File: config.mk
export PLATFORM = sky130hd
export DESIGN_NAME = rau_ctrl
export DESIGN_NICKNAME = d
export VERILOG_FILES = /design/src/rau_pkg.sv /design/src/rau_ctrl.sv
export SDC_FILE = /design/constraint.sdc
export NUM_CORES = 1
export LEC_CHECK = 0
export BUFFER_PORTS_ARGS = -buffer_cell sky130_fd_sc_hd__buf_2
export CORE_AREA = 8 8 45 47
export CTS_CLUSTER_SIZE = 30
export DETAILED_ROUTE_END_ITERATION = 8
export DIE_AREA = 0 0 53 55
export SLEW_MARGIN = 30
export SYNTH_ARGS = -nofsm -noshare
export SYNTH_HDL_FRONTEND = slang
export SYNTH_SLANG_ARGS = --single-unit
export TNS_END_PERCENT = 1
File: constraint.sdc
create_clock -name clk -period 2.5 [get_ports clk]
set_input_delay 0.375 -clock clk [delete_from_list [all_inputs] [get_ports clk]]
set_output_delay 0.375 -clock clk [all_outputs]
set_load 0.01 [all_outputs]
File: src/rau_pkg.sv
// ============================================================================
// rau_pkg
// Shared types and constants of the rational arithmetic unit.
// ============================================================================
`default_nettype none

package rau_pkg;

    localparam int OpW   = 31;             // operand numerator width
    localparam int DenW  = OpW - 1;        // operand denominator width
    localparam int MagW  = 62;             // magnitude width of products and sums
    localparam int NumW  = 63;
    localparam int RDenW = 61;
    localparam int WholeW = 62;
    localparam int FracW  = 60;
    localparam int CntW   = 7;             // counts up to MagW

    typedef enum logic [1:0] {
        OP_ADD = 2'd0,
        OP_SUB = 2'd1,
        OP_MUL = 2'd2,
        OP_DIV = 2'd3
    } op_t;

    // datapath phase commands
    typedef enum logic [2:0] {
        CMD_NONE  = 3'd0,
        CMD_LOAD  = 3'd1,   // capture operands
        CMD_MULT  = 3'd2,   // products registered
        CMD_COMB  = 3'd3,   // sum, sign, magnitudes
        CMD_GCD   = 3'd4,   // store divider result: a mod step of Euclid, or quotient/remainder of a job
        CMD_DIV   = 3'd5,   // one restoring division bit
        CMD_DSTRT = 3'd6,   // load divider
        CMD_OUT   = 3'd7    // capture finished item into output register
    } cmd_t;

    typedef struct packed {
        logic done;      // divider finished
        logic gcd_zero;  // current gcd divisor is zero
        logic is_inf;
    } stat_t;

endpackage

`default_nettype wire

File: src/rau_ctrl.sv
// ============================================================================
// rau_ctrl
// Sequencer: operand capture, products, gcd loop, reductions, split.
// ============================================================================
`default_nettype none

module rau_ctrl (
    input  wire logic           clk,
    input  wire logic           rst_n,
    input  wire logic           in_fire,
    input  wire logic           out_busy,
    input  wire logic           out_fire,
    input  wire rau_pkg::stat_t stat,
    output rau_pkg::cmd_t       cmd,
    output logic [1:0]          dsel,
    output logic                in_ready,
    output logic                out_valid
);

    typedef enum logic [3:0] {
        S_IDLE, S_MULT, S_COMB, S_GTEST, S_DSTART, S_DRUN, S_DSTORE, S_OUT
    } state_t;

    state_t     state_reg;
    logic [1:0] job_reg;
    logic       ov_reg;
    logic       out_free;

    // output register can take a new item this cycle
    assign out_free = !out_busy || out_fire;

    always_comb
    begin
        cmd = rau_pkg::CMD_NONE;
        case (state_reg)
            S_IDLE:   if (in_fire) cmd = rau_pkg::CMD_LOAD;
            S_MULT:   cmd = rau_pkg::CMD_MULT;
            S_COMB:   cmd = rau_pkg::CMD_COMB;
            S_DSTART: cmd = rau_pkg::CMD_DSTRT;
            S_DRUN:   if (!stat.done) cmd = rau_pkg::CMD_DIV;
            S_DSTORE: cmd = rau_pkg::CMD_GCD;
            S_OUT:    if (out_free) cmd = rau_pkg::CMD_OUT;
            default:  cmd = rau_pkg::CMD_NONE;
        endcase
    end

    assign dsel      = job_reg;
    assign in_ready  = (state_reg == S_IDLE);
    assign out_valid = ov_reg;

    always_ff @(posedge clk or negedge rst_n)
    begin
        if (!rst_n)
        begin
            state_reg <= S_IDLE;
            job_reg   <= 2'd0;
            ov_reg    <= 1'b0;
        end
        else
        begin
            if (state_reg == S_OUT && out_free)
                ov_reg <= 1'b1;
            else if (out_fire)
                ov_reg <= 1'b0;
            case (state_reg)
                S_IDLE:   if (in_fire) state_reg <= S_MULT;
                S_MULT:   state_reg <= S_COMB;
                S_COMB:   begin job_reg <= 2'd0; state_reg <= S_GTEST; end
                S_GTEST:
                begin
                    if (stat.is_inf)
                        state_reg <= S_OUT;
                    else if (stat.gcd_zero)
                    begin
                        job_reg   <= 2'd1;
                        state_reg <= S_DSTART;
                    end
                    else
                        state_reg <= S_DSTART;
                end
                S_DSTART: state_reg <= S_DRUN;
                S_DRUN:   if (stat.done) state_reg <= S_DSTORE;
                S_DSTORE:
                begin
                    case (job_reg)
                        2'd0:    state_reg <= S_GTEST;
                        2'd3:    state_reg <= S_OUT;
                        default: begin job_reg <= job_reg + 2'd1; state_reg <= S_DSTART; end
                    endcase
                end
                S_OUT:    if (out_free) state_reg <= S_IDLE;
                default:  state_reg <= S_IDLE;
            endcase
        end
    end

endmodule

`default_nettype wire

======== Word level (Yosys, flattened, before mapping) ========
Index checks and enable logic that the tools add are counted.
storage, ports and cells
  bits in registers ....................... 7
  bits of input ports ..................... 8
  output and inout port bits .............. 7
  word-level logic and storage cells ...... 44
cells by class
  add/subtract/negate cells ............... 1
  equal/unequal tests ..................... 14
  muxes and demuxes ....................... 16
  reduce and logical (&&, ||, !) cells .... 10
operators with widths
  operator                                        count
  one-hot mux 4 bit (8 select lines)              1
  one-hot mux 3 bit (7 select lines)              1
  == test 4 x 3 -> 1 bit (second input constant)  4
  two-way mux 4 bit                               3
  != test 2 bit (second input constant)           6
  == test 4 x 2 -> 1 bit (second input constant)  2
  two-way mux 2 bit                               4
  two-way mux 3 bit                               2
  one-hot mux 2 bit (3 select lines)              1
  one-hot mux 3 bit (2 select lines)              1
  == test 4 x 1 -> 1 bit (second input constant)  1
  zero test 4 bit                                 1
  AND reduction 4 bit                             1
  two-way mux 1 bit                               3
  AND reduction 3 bit                             1
  nonzero test 3 bit                              1
  adder 2 x 1 -> 2 bit (second input constant)    1
  == test 2 bit (second input constant)           1
  zero test 2 bit                                 1
  nonzero test 2 bit                              1
  OR reduction 2 bit                              1
  logical AND 1 bit                               1
  zero test 1 bit                                 1
  logical OR 1 bit                                1

======== Logic depth before layout (Yosys ltp) ========
  depth after elaboration ................. 4
  gate-level depth with buffers ........... 5
  gate-level depth less buffers ........... 5

======== Worst setup path before layout ========
No wires, ideal clock.
  path kind ............................... register to output
  start ................................... reg state_reg[0]
  end ..................................... out cmd[1]
  arrival time ............................ 1,010 ps
  required time ........................... 2,125 ps
  slack ................................... 1,115 ps
  cell stages (with the launch flop) ...... 4
  path buffers ............................ 0
  cell sequence ........................... dfrtp_1 > and2_2 > a32oi_1 > o21ai_0
on the way
  cells in the longest elaborated chain, start to end .. 2
  elaborated cells between the ends (all ways) .. 8
  those cells by class .................... 6 x eq/ne; 1 x mux; 1 x reduce/logical
RTL lines
  element                                         line            text
  from (decl)                                     rau_ctrl.sv:24  state_t state_reg;
  from (signal assigned)                          rau_ctrl.sv:55  state_reg <= S_IDLE;
  from (signal assigned)                          rau_ctrl.sv:66  S_IDLE: if (in_fire) state_reg <= S_MULT;
  from (signal assigned)                          rau_ctrl.sv:67  S_MULT: state_reg <= S_COMB;
  == test 4 x 3 -> 1 bit (tied with other cells)  rau_ctrl.sv:35  case (state_reg)
  one-hot mux 3 bit (7 select lines) (*)          rau_ctrl.sv:35
  to (decl)                                       rau_ctrl.sv:14  output rau_pkg::cmd_t cmd,
Mark *: on every way between the ends. The rest lies on a longest branch, timed or not.

======== Worst setup path in the final report ========
  start ................................... reg state_reg[0]
  end ..................................... out cmd[0]
Same word-level chain as after synthesis.

==> metrics.md <==
| Metric | Value |
|---|---|
| Status | finished clean |
| CTS Buf Count | 3 |
| Top cell type's share of synthesized area | 0.325 |
| PostCTS Resize Cnt | 0 |
| CTS root buffer | clkbuf_4 |
| Slowest cell on crit path | dfrtp_1 |
| Post-CTS setup buffers | 0 |
| DIE AREA | 2920 sq um |
| # hold bufs at CTS | 1 |
| Core ar. | 1380 sq um |
| Final non-filler cell total | 85 |
| Sequential share of the synthesized area | 0.325 |
| #FFs+latches synth | 6 |
| FF-to-FF setup slack | 1.18 ns |
| Initial antenna violation count | 0 |
| Leak | 0.258 nW |
| Max_slew headroom | 0.678 |
| Max-cap violations | 0 |
| Ports | 15 |
| RSZ-0062 raised after global routing | false |
| Slew Viols, Final | 0 |
| Hold Vio Cnt, Final | 0 |
| Sink Count | 6 |
| Layout cells sized above 1 | 0.319 |
| Final HPWL DP | 862 microns |
| Setup CP Type | flop to output port |
| Port bufs | 14 |
| CP Capture Type | output port |
| Asr flop ratio synth | 1.00 |
| PD cells | 1370 nW/um^2 |
| Worst Tran Pin Value | 0.483 ns |
| Routed via count divided by cell count | 5.21 |
| GR Overflow Total | 0 |
| Worst hold-check path type | input pin to flop |
| Total Wirelength | 1150 microns |
| Die width | 53 microns |
| DRT iter0 DRCs | 6 |
| Cell breakdown of the critical path | and2_2, a32oi_1, o311ai_1, buf_2 |
| EDFF count, synth | 0 |
| Synthesized cell area | 462 sq um |
| Slowest Stage Delay on Critical Path | 0.54 ns |
| Wire length per cell | 13.5 microns |
| Clk slew on worst S/H paths | 0.05 ns |
| Synth warn | 0 |
| Post-synthesis area per instance | 8.55 sq um |
| Max rail drop VDD | 0.000538 V |
| Placed Cells | 81 |
| Syn Inst Count | 54 |
| Ranking of synthesized cells by area | dfrtp_1 (33%), o21ai_0 (6.5%), and4bb_2 (5.4%) |
| Synth Flop Type | dfrtp_1 |
| Nets | 80 |
| # DRC | 0 |
| TritonCTS clock tree | yes |
| Worst-path fanout max | 17 |
| CP Data Required Time | 2.12 ns |
| Clock Skew | 0.000823 ns |
| Ant. Diodes | 0 |
| Total track usage | 0.0861 |
| Die H | 55 microns |
| Final min period | 1.98 ns |
| Post-synth cell types | 24 |
| GPL Wtd Cong | 0.763 |
| First-pass GRT wire length | 1830 microns |
| Synth area leader | dfrtp_1 |
| Max reg flops | 3 |
| Setup Viol. Count Final | 0 |
| Maximum root-to-sink buffer count | 2 |
| First-pass DRT Iterations | 4 |
| P&R area growth vs syn | 20.6% |
| CP startpoint kind | flop |
| Pin count of the biggest net entering global routing | 18 |
| Initial Util | 0.334 |
| FMAX | 0.506 GHz |
| Final ANT Viol Nets | 0 |
| Worst Path Arrival | 1.60 ns |
| Fin crit share | 0.790 |
| Commonest cells post-synth | dfrtp_1 (6), inv_1 (6), o21ai_0 (6) |
| H-Tree Depth | 1 |
| Row cnt | 14 |
| Worst skew pair latency | 0.24 ns |
| Post-Route Setup TNS | 0 ns |
| Vias | 443 |
| Mapped Nets | 63 |
| Vias in the first global route | 399 |
-- critical path: cells and delay by family (launching register included) --
family,cells,cell delay [ns]
flip-flops,1,0.54
buffers and inverters,1,0.16
AO/OA/AOI/OAI,2,0.36
AND/OR/NAND/NOR,1,0.30
-- final timing paths --
kind / startpoint / cells after the start / to
worst max-delay path: state_reg[0] / 4 / cmd[0]
worst min-delay path: out_fire / 2 / out_valid
worst max register to register: dsel[1] / 5 / dsel[0]
worst min register to register: out_valid / 2 / out_valid
max in group asynchronous: rst_n / 2 / dsel[0]
min in group asynchronous: rst_n / 2 / state_reg[2]
-- cell usage in the layout, fill, tap and decap left out, types with 2 or more instances in the layout --
master / n
buf_2: 14
and4bb_2: 2
clkbuf_4: 3
o22ai_1: 3
nand2_1: 4
dfrtp_1: 6
nand2b_1: 3
inv_1: 6
a21oi_1: 3
o21ai_0: 6
nor2_1: 4
a32oi_1: 2
-- routing by layer --
metal	routed length, microns	GRT usage	part of all wire
met4	18	0.0647	0.016
met3	73	0.0374	0.064
met5	0	0	0
met1	546	0.101	0.48
met2	507	0.121	0.44
-- area by class of cell --
type	instances	area [sq um]
multi-input combinational	39	262
inverter	6	22.5
timing repair buffer	15	80.1
tap	16	20.0
sequential	6	150
fill	143	827
clock buffer	3	22.5
-- through the flow --
| step | cell area, sq um | worst slack (ns) | hold WS [ns] | util | power [mW] |
|---|---|---|---|---|---|
| after floorplan | 462 | 1.12 | 0.0794 | - | 0.567 |
| after global placement | 524 | 0.843 | 0.205 | 0.379 | 0.671 |
| after detailed placement | 524 | 0.798 | 0.209 | 0.379 | 0.673 |
| after CTS | 557 | 0.526 | 0.372 | 0.402 | 0.771 |
| after global routing | 557 | 0.410 | 0.385 | 0.402 | 0.828 |
| final | 557 | 0.524 | 0.377 | 0.402 | 0.762 |
-- cells by family after synthesis --
family                     Yosys count  synth area share
adders and majority gates            1            0.0271
muxes                                1            0.0244
xor gates and xnor gates             1            0.0190
and+or+nand+nor                     16             0.206
DFF                                  6             0.325
AOI/OAI and AO/OA                   20             0.290
buffers and inverters                9             0.108
-- report_power, final --
part | internal (mW) | switching (mW)
clock network | 0.0545 | 0.0372
logic | 0.206 | 0.213
registers | 0.145 | 0.106
total | 0.405 | 0.357
Power figures use the tool's default switching activity.
